File: src/design/paletted_tile_pixel_decoder_core_assert.svh
// Assertion macros for the paletted tile pixel decoder core.
`ifndef PALETTED_TILE_PIXEL_DECODER_CORE_ASSERT_SVH
`define PALETTED_TILE_PIXEL_DECODER_CORE_ASSERT_SVH

// Same-cycle implication, checked outside reset.
`define PTD_ASSERT_NOW(label, cond, expr) \
    label: assert property (@(posedge clk) disable iff (!rst_n) (cond) |-> (expr)) \
        else $error("ptd assertion failed");

// Next-cycle implication, checked outside reset.
`define PTD_ASSERT_NEXT(label, cond, expr) \
    label: assert property (@(posedge clk) disable iff (!rst_n) (cond) |=> (expr)) \
        else $error("ptd assertion failed");

`endif

File: src/design/ptd_pkg.sv
// Package with the constants, codes and types of the paletted tile pixel decoder.
package ptd_pkg;

    // Video memory size in bytes; a power of two between 4096 and 131072.
    localparam int VRAM_BYTES = 65536;
    localparam int VRAM_AW    = $clog2(VRAM_BYTES);
    // Width of the address sum: 16-bit base plus a 16-bit tile offset and row offset.
    localparam int ADDR_SUM_W = 18;

    localparam int PAL_DEPTH  = 512;
    localparam int PAL_AW     = $clog2(PAL_DEPTH);

    localparam logic [15:0] TRANSPARENT_RESET = 16'h8000;

    // Item kinds carried on the input tuser.
    localparam logic [1:0] ACT_WR_VRAM  = 2'd0;
    localparam logic [1:0] ACT_WR_PAL   = 2'd1;
    localparam logic [1:0] ACT_DEC_BG   = 2'd2;
    localparam logic [1:0] ACT_DEC_OBJ  = 2'd3;

    // Decode context handed to the address unit for the current pixel.
    typedef struct packed {
        logic [15:0] base;
        logic [9:0]  tnum;
        logic [3:0]  bank;
        logic        eight;
        logic        obj;
        logic [2:0]  row;
        logic [2:0]  x;
    } ptd_ctx_t;

    // Results of the address unit.
    typedef struct packed {
        logic [VRAM_AW-1:0] vram_addr;
        logic [PAL_AW-1:0]  pal_addr;
        logic               idx_zero;
    } ptd_agu_t;

endpackage

File: src/design/ptd_agu.sv
// Shared address unit: video memory byte address and palette entry of one pixel.
module ptd_agu (
    input  ptd_pkg::ptd_ctx_t ctx,
    input  logic [7:0]        vram_byte,
    output ptd_pkg::ptd_agu_t res
);

    logic [ptd_pkg::ADDR_SUM_W-1:0] tile_off;
    logic [ptd_pkg::ADDR_SUM_W-1:0] pix_off;
    logic [ptd_pkg::ADDR_SUM_W-1:0] addr_sum;
    logic [7:0]                     idx;

    always_comb
    begin
        // Objects address the tile directly; background rows add the tile index.
        if (ctx.obj)
        begin
            tile_off = '0;
        end
        else if (ctx.eight)
        begin
            tile_off = ptd_pkg::ADDR_SUM_W'({ctx.tnum, 6'b0});
        end
        else
        begin
            tile_off = ptd_pkg::ADDR_SUM_W'({ctx.tnum, 5'b0});
        end

        if (ctx.eight)
        begin
            pix_off = ptd_pkg::ADDR_SUM_W'({ctx.row, ctx.x});
        end
        else
        begin
            pix_off = ptd_pkg::ADDR_SUM_W'({ctx.row, ctx.x[2:1]});
        end

        addr_sum      = ptd_pkg::ADDR_SUM_W'(ctx.base) + tile_off + pix_off;
        res.vram_addr = addr_sum[ptd_pkg::VRAM_AW-1:0];

        // At 4bpp the odd column sits in the high nibble.
        if (ctx.eight)
        begin
            idx          = vram_byte;
            res.pal_addr = {ctx.obj, vram_byte};
        end
        else
        begin
            idx          = ctx.x[0] ? {4'b0, vram_byte[7:4]} : {4'b0, vram_byte[3:0]};
            res.pal_addr = {ctx.obj, ctx.bank, idx[3:0]};
        end
        res.idx_zero = (idx == 8'd0);
    end

endmodule

File: config.mk
export PLATFORM = sky130hd
export DESIGN_NAME = ptd_agu
export DESIGN_NICKNAME = d
export VERILOG_FILES = /design/src/design/paletted_tile_pixel_decoder_core_assert.svh /design/src/design/ptd_pkg.sv /design/src/design/ptd_agu.sv
export SDC_FILE = /design/constraint.sdc
export NUM_CORES = 1
export LEC_CHECK = 0
export ABC_AREA = 1
export BUFFER_PORTS_ARGS = -buffer_cell sky130_fd_sc_hd__buf_2
export CORE_UTILIZATION = 45
export DETAILED_ROUTE_END_ITERATION = 16
export GPL_TIMING_DRIVEN = 0
export PLACE_DENSITY = 0.89
export SYNTH_ARGS = -nofsm -noshare
export SYNTH_HDL_FRONTEND = slang
export SYNTH_SLANG_ARGS = --single-unit
File: constraint.sdc
create_clock -name vclk -period 2.55
set_input_delay 0.1275 -clock vclk [all_inputs]
set_output_delay 0.1275 -clock vclk [all_outputs]
set_load 0.01 [all_outputs]
==> results_dict.tcl <==
set metrics [dict create \
    result_of_the_run "complete, but fails checks" \
    failed_checks "DRC" \
    drt_first_iter_violations 47 \
    grt_max_degree 11 \
    share_of_the_clock_period_used_by_the_worst_path_pct 90.5 \
    fp-row-count 19 \
    core_region_area_mm2 0.00283 \
    power_leakage_nw 1.21 \
    timing_hold_violations_final 0 \
    num_sequential 0 \
    totalNegativeSetupSlack_ns 0 \
    max_stage_delay_ns 0.50 \
    power-per-cell-area_mw_per_mm2 269 \
    io_buffer_count 72 \
    via_count 1715 \
    max-cap-violations 0 \
    initial_core_util_pct 48.8 \
    track_usage_pct 20.5 \
    die_area_mm2 0.00329 \
    clk_buf 0 \
    chipHeight_um 57.4 \
    ctsHoldBuffers 0 \
    path_buf_inv 4 \
    register_area_share_after_synthesis_pct 0 \
    timing.setup.critical_path_class "in2out" \
    synth_top_area_cell "nand2_1" \
    setup_viol 0 \
    synth.most_common_cell "nand2_1" \
    synth_area_mm2 0.00138 \
    floorplan.die.width_um 57.4 \
    path_cells "buf_2 > nor2_2 > nand2_1 > fa_1 > inv_1 > ha_1 > nand2_1 > clkinv_1 > nand3_1 > nand2_1 > nand2_1 > nand2_1 > nand2_1 > nand2_1 > buf_2" \
    class_of_the_most_critical_hold_timing_path "in2out" \
    grt_setup_unrepaired "false" \
    worst_path_most_repeated_cell "nand2_1" \
    wire_per_inst_um 9.13 \
    global_route_wire_length_before_repair_um 5710 \
    critical_path_depth_in_cells 15 \
    worst_margin_slew_ns 0.194 \
    max_slew_violation_total_from_the_final_report 0 \
    sequential_cell_area_um2 0 \
    drt_drc_violations_left 3 \
    finalCriticalPeriod_ns 2.31 \
    routabilityCongestion 0.819 \
    residual_overflow_from_global_routing 0 \
    synth.top_cells.by_area "nand2_1 (26%), ha_1 (25%), inv_1 (13%)" \
    synthTopCellsByCount "nand2_1 (94), inv_1 (47), ha_1 (28)" \
    layout.nets 402 \
    grt_pass1_vias 1548 \
    cpMaxStageDelayCell "fa_1" \
    syn-instance-count 252 \
    critical_path_source_type "input port" \
    stdcell_count 355 \
    postSynthAreaPerCell_um2 5.48 \
    cp.arrival_ns 2.18 \
    diodes 0 \
    route.antenna.remaining_nets 0 \
    required_ns 2.42 \
    place_inst 355 \
    final_layout_size_suffix_gt1_share_pct 27.2 \
    critical_path_peak_fanout 4 \
    hold_depth 4 \
    synth.top_cell.area_share_pct 25.6 \
    layout-area-overhead-vs-synth_pct 29.8 \
    drt_first_pass_iters 10 \
    initial_antenna_violation_count 0 \
    top_level_ports 72 \
    max-vdd-ir-drop_uv 186 \
    cp-end-kind "primary output" \
    vias_per_cell 4.83 \
    wl_um 3240 \
    synth_fp_nets 328 \
    timing.fmax_mhz 433 \
    path_delay_family "adder cells" \
    dp_hpwl_um 2890 \
    max_slew_margin_vs_limit_pct 87.0 \
    yosysWarningCount 0 \
    yosys.cell_types.count 24 \
]
placed cells by master, fill, tap and decap left out, types with 2 or more instances in the layout:
master	count
nor2_2	2
nand3_1	14
nor2_1	13
buf_2	72
ha_1	28
nand2_2	2
xnor2_1	3
a21oi_1	8
o21ai_0	6
nand2_1	92
buf_4	2
o22ai_1	7
inv_1	47
xor2_1	6
o21ai_1	5
inv_2	5
nor3_1	2
nand4_1	2
cell families after synthesis:
logic type      Yosys count  synth area share (%)
fa+ha+maj                30                  28.3
simple gates            130                  39.2
compound gates           27                  10.7
buf+inv                  56                  16.1
xor+xnor                  9                  5.71
routing by layer:
layer | wire length (um) | vias to the layer above | GRT usage (%)
met5 | 0 | - | 0
met4 | 10 | 0 | 1.74
met3 | 188 | 2 | 1.59
met2 | 1640 | 68 | 41.5
met1 | 1400 | 711 | 23.8
li1 | - | 934 | -
stage by stage:
step	hold WS (ns)	setup slack [ns]	util (%)	area [um^2]	total power [mW]
final	0.526	0.242	63.3	1790	0.481
after global routing	0.554	0.0130	63.3	1790	0.545
after CTS	0.529	0.133	62.9	1780	0.480
after detailed placement	0.526	0.141	62.9	1780	0.476
after global placement	0.523	0.157	62.9	1780	0.468
after floorplan	0.347	0.562	-	1380	0.320
tightest hold or removal path: cells and delay by family:
family	cells	cell delay [ns]
buffers and inverters	2	0.18
AND/OR/NAND/NOR	2	0.08
final cells by class:
type                            count  area [um^2]
Tap cell                           31         38.8
Timing Repair Buffer               72          360
Fill cell                         300         1040
Inverter                           53          199
Buffer                              3         26.3
Multi-Input combinational cell    196         1170
where the power goes:
group,internal (mW),switching [mW]
Combinational,0.203,0.278
Clock,0,0
Sequential,0,0
Total,0.203,0.278
final timing paths:
path  startpoint  endpoint  slack, ns
max       ctx[7]   res[25]       0.24
min       ctx[9]    res[6]       0.53
what timing repair did:
item | CTS | global route
resized for setup | 0 | 7
endpoints found under the hold margin | 0 | 0
buffers inserted | 0 | 0
endpoints found under the setup margin | 0 | 4
Note: power is estimated with default switching activity, not from simulation.
