===== config.mk =====
export PLATFORM = sky130hd
export DESIGN_NAME = ptd_ram
export DESIGN_NICKNAME = d
export VERILOG_FILES = /design/src/design/paletted_tile_pixel_decoder_core_assert.svh /design/src/design/ptd_ram.sv
export SDC_FILE = /design/constraint.sdc
export NUM_CORES = 2
export LEC_CHECK = 0
export ABC_CLOCK_PERIOD_IN_PS = 3300
export BUFFER_PORTS_ARGS = -buffer_cell sky130_fd_sc_hd__buf_4
export CAP_MARGIN = 20
export CORE_ASPECT_RATIO = 1.1
export CORE_MARGIN = 8
export CORE_UTILIZATION = 50
export CTS_BUF_LIST = sky130_fd_sc_hd__clkbuf_8
export CTS_CLUSTER_SIZE = 40
export DETAILED_ROUTE_END_ITERATION = 16
export GPL_ROUTABILITY_DRIVEN = 0
export GPL_TIMING_DRIVEN = 0
export HOLD_SLACK_MARGIN = 0.02
export PLACE_DENSITY_LB_ADDON = 0.08
export REMOVE_ABC_BUFFERS = 1
export SKIP_LAST_GASP = 1
export SLEW_MARGIN = 15
export SYNTH_ARGS = -nofsm -noshare
export SYNTH_HDL_FRONTEND = slang
export SYNTH_SLANG_ARGS = --single-unit

===== constraint.sdc =====
create_clock -name clk -period 3.3 [get_ports clk]
set_clock_uncertainty 0.15 [all_clocks]
set_input_delay 0.33 -clock clk [delete_from_list [all_inputs] [get_ports clk]]
set_output_delay 0.33 -clock clk [all_outputs]
set_load 0.02 [all_outputs]

===== src/design/paletted_tile_pixel_decoder_core_assert.svh =====
// Assertion macros for the paletted tile pixel decoder core.
`ifndef PALETTED_TILE_PIXEL_DECODER_CORE_ASSERT_SVH
`define PALETTED_TILE_PIXEL_DECODER_CORE_ASSERT_SVH

// Same-cycle implication, checked outside reset.
`define PTD_ASSERT_NOW(label, cond, expr) \
    label: assert property (@(posedge clk) disable iff (!rst_n) (cond) |-> (expr)) \
        else $error("ptd assertion failed");

// Next-cycle implication, checked outside reset.
`define PTD_ASSERT_NEXT(label, cond, expr) \
    label: assert property (@(posedge clk) disable iff (!rst_n) (cond) |=> (expr)) \
        else $error("ptd assertion failed");

`endif


===== src/design/ptd_ram.sv =====
// Generic single-write, single-read RAM with a registered read port.
module ptd_ram #(
    parameter int WIDTH = 8,
    parameter int DEPTH = 256
) (
    input  logic                     clk,
    input  logic                     we,
    input  logic [$clog2(DEPTH)-1:0] waddr,
    input  logic [WIDTH-1:0]         wdata,
    input  logic                     re,
    input  logic [$clog2(DEPTH)-1:0] raddr,
    output logic [WIDTH-1:0]         rdata
);

    logic [WIDTH-1:0] mem_reg [DEPTH];
    logic [WIDTH-1:0] rdata_reg;

    always_ff @(posedge clk)
    begin
        if (we)
        begin
            mem_reg[waddr] <= wdata;
        end
        if (re)
        begin
            rdata_reg <= mem_reg[raddr];
        end
    end

    assign rdata = rdata_reg;

endmodule


==> results.json <==
{
  "syn_area_per_cell_sq_um": 21.33,
  "synth-async-reset-ratio": 0,
  "grt_pass1_wl_um": 290500,
  "critical_path.endpoint_type": "flip-flop",
  "post_drt_via_cell_ratio": 6.245,
  "first_iter_violations": 3950,
  "synth.largest_area_cell": "sky130_fd_sc_hd__edfxtp_1",
  "antenna_left": 0,
  "max_slew.worst_pin.slew_ns": 1.173,
  "power_leakage_nw": 27.76,
  "tritoncts": "built",
  "worst-setup-path-type": "in -> reg",
  "layout.cells.most_common_list": "sky130_fd_sc_hd__edfxtp_1, sky130_fd_sc_hd__mux4_2, sky130_fd_sc_hd__clkbuf_8",
  "design.die.area_sq_mm": 0.1723,
  "initial_antenna_violation_count": 10,
  "worstPathCellList": "dlygate4sd3_1 -> buf_4 -> nor2_1 -> nand4_1 -> dlygate4sd3_1 -> buf_6 -> buf_6 -> buf_8 -> nor2_1",
  "max_freq_mhz": 309.3,
  "timing.critical_path.required_ns": 3.77,
  "worstReg2RegStart": "mem_reg[26][5]",
  "slew_viol_final": 0,
  "grt.total_usage": 0.2348,
  "ys_top_cells_by_area": "sky130_fd_sc_hd__edfxtp_1, sky130_fd_sc_hd__mux4_2, sky130_fd_sc_hd__mux2i_1",
  "ys_seq_area_frac": 0.7753,
  "min_path_type": "in -> reg",
  "worst_skew_pair.late_latency_ns": 1.04,
  "final_layout_size_suffix_gt1_frac": 0.2432,
  "route.detailed.wl_per_inst_um": 32.28,
  "cpMaxStageDelayCell": "sky130_fd_sc_hd__nor2_1",
  "syn-instance-count": 3733,
  "cpLargestDelayFamily": "buffers and inverters",
  "grt_max_degree": 129,
  "syn2layout_area_growth_pct": 11.91,
  "total_number_of_yosys_warnings": 0,
  "logic_depth_of_the_worst_register_to_register_path": 6,
  "totalWireLength_um": 202900,
  "cp.buffers_inverters": 6,
  "worst-path-max-fanout": 10,
  "peak_per_stage_delay_on_the_critical_path_ns": 0.70,
  "crit-reg2reg-capture": "rdata[5]",
  "floorplan.core_area_sq_mm": 0.1581,
  "setup_viol": 0,
  "hold_depth": 2,
  "first_global_vias": 40890,
  "status": "completed",
  "timing.critical_path.from_type": "input port",
  "max_capacitance_violation_count": 0,
  "numCtsBuffers": 333,
  "buffer_ports.inserted": 34,
  "grt_setup_unrepaired": "yes",
  "p_per_area_mw_per_mm2": 573.1,
  "synth_enable_flop_cells": 2056,
  "grt_remaining_overflow": 0,
  "floorplan.initialDensity": 0.5036,
  "timing.hold.ws_ns": 0.1582,
  "dr.pass1.iters": 6,
  "die_y_um": 434.6,
  "syn_area_sq_mm": 0.07964,
  "cts.path.max_buffers": 4,
  "cts.htree.levels": 5,
  "report.power.total_mw": 51.08,
  "clkSlewWorstSetupHoldPaths_ns": 0.06,
  "via_count_of_the_routed_design": 39240,
  "final_report_hold_violation_count": 0,
  "drc_errors": 0,
  "floorplan.die.width_um": 396.5,
  "worst_max_slew_margin_expressed_relative_to_the_limit": 0.2181,
  "final_period_minus_worst_setup_slack_ns": 3.233,
  "hold_start": "wdata[3]",
  "flip_flop_count_of_the_largest_register_after_layout": 2048,
  "nNetsFinal": 3996,
  "synth-main-ff-cell": "sky130_fd_sc_hd__edfxtp_1",
  "final_common_cell": "sky130_fd_sc_hd__edfxtp_1",
  "crit_share_post_route": 0.9796,
  "dpl.hpwl_um": 124900,
  "synth_cell_types": 54,
  "synth.top_cell.area_share": 0.7753,
  "ff2ff_setup_slack_ns": 0.30,
  "vdd.ir_drop.worst_mv": 0.2696,
  "fp_rows": 153,
  "worst-endpoint-arrival_ns": 3.71,
  "post-cts-setup-buffer-count": 0,
  "io_count": 35,
  "post-place-cells": 5699,
  "numClockSinks": 2056,
  "synth-seq-cells": 2056,
  "ctsRootBufferMaster": "sky130_fd_sc_hd__clkbuf_8",
  "whs_endpoint": "mem_reg[208][3]",
  "final.fill_count": 11800,
  "fin_cells": 6284
}
-- cells in the mapped netlist (6+ instances only) --
cell type                  number
sky130_fd_sc_hd__o22ai_1       28
sky130_fd_sc_hd__mux4_2       454
sky130_fd_sc_hd__edfxtp_1    2056
sky130_fd_sc_hd__buf_8         13
sky130_fd_sc_hd__and2_1         6
sky130_fd_sc_hd__o21ai_0       10
sky130_fd_sc_hd__clkbuf_1     111
sky130_fd_sc_hd__buf_2         31
sky130_fd_sc_hd__buf_12         8
sky130_fd_sc_hd__a22o_1         8
sky130_fd_sc_hd__nand3_1       34
sky130_fd_sc_hd__o221ai_1      46
sky130_fd_sc_hd__mux2i_1      134
sky130_fd_sc_hd__nor3_1        22
sky130_fd_sc_hd__o211ai_1      10
sky130_fd_sc_hd__buf_4         27
sky130_fd_sc_hd__buf_1         22
sky130_fd_sc_hd__buf_6         21
sky130_fd_sc_hd__nor2b_1       31
sky130_fd_sc_hd__nor4_1        24
sky130_fd_sc_hd__a21oi_1       96
sky130_fd_sc_hd__nand2b_1       8
sky130_fd_sc_hd__a211oi_1      16
sky130_fd_sc_hd__nand2_1       33
sky130_fd_sc_hd__a221oi_1      13
sky130_fd_sc_hd__a22oi_1      133
sky130_fd_sc_hd__nor2_1       282
sky130_fd_sc_hd__nand4_1       10
-- cell type report --
type | count | area, sq um | share of cell area
flip-flops and latches | 2056 | 61740 | 0.6927
multi-input cells | 1442 | 16780 | 0.1883
clock inverters | 217 | 1035 | 0.01161
inverters | 2 | 12.51 | 0.0001404
diodes | 2 | 5.005 | 0.00005616
repair buffers | 134 | 2268 | 0.02545
well taps | 2092 | 2618 | 0.02937
clock buffers | 339 | 4666 | 0.05235
-- metrics by stage --
stage | instance area, sq um | setup TNS, ns | util | setup slack, ns
after floorplan | 78190 | 0 | - | 0.3269
after global placement | 81060 | -1997.40 | 0.5126 | -9.590
after detailed placement | 82800 | -35.32 | 0.5236 | -2.534
after CTS | 89080 | -0.007485 | 0.5633 | -0.007485
after global routing | 89120 | 0 | 0.5636 | 0.01035
final | 89120 | 0 | 0.5636 | 0.06728
-- metal layers --
metal / up-vias / GRT usage / routed length, um
li1: 16210 / - / -
met1: 20880 / 0.3086 / 78450
met2: 1788 / 0.3971 / 102700
met3: 359 / 0.04784 / 15560
met4: 6 / 0.07668 / 6062
met5: - / 0 / 33
-- worst max path at each step --
stage,endpoint,cells after the start,startpoint
2_1_floorplan,rdata[6],6,raddr[2]
6_report,mem_reg[76][0],9,waddr[1]
4_1_cts,rdata[3],9,raddr[0]
3_3_place_gp,rdata[0],7,raddr[0]
5_1_grt,rdata[6],10,raddr[0]
3_5_place_dp,rdata[3],10,raddr[0]
-- power by group --
group	switching (mW)	internal [mW]
combinational	1.79	0.993
clock	9.52	9.94
sequential	0.0267	28.8
total	11.3	39.7
-- cell families (layout without fill, tap and decap cells) --
family,after synthesis,count (layout),synth area share
flip-flops,2056,2056,0.7753
other,0,2,0
AO/OA/AOI/OAI,385,385,0.03416
buffers and inverters,235,692,0.01829
multiplexers,591,591,0.1460
AND/OR/NAND/NOR,466,466,0.02625
-- repair_timing --
| item | in CTS | in global routing |
|---|---|---|
| gates cloned | 8 | 0 |
| setup endpoints to repair | 8 | 3 |
| resized for setup | 21 | 7 |
| endpoints found under the hold margin | 2030 | 0 |
| pin swaps | 0 | 2 |
| hold buffers | 19 | 0 |
Note: power is estimated with default switching activity, not from simulation.
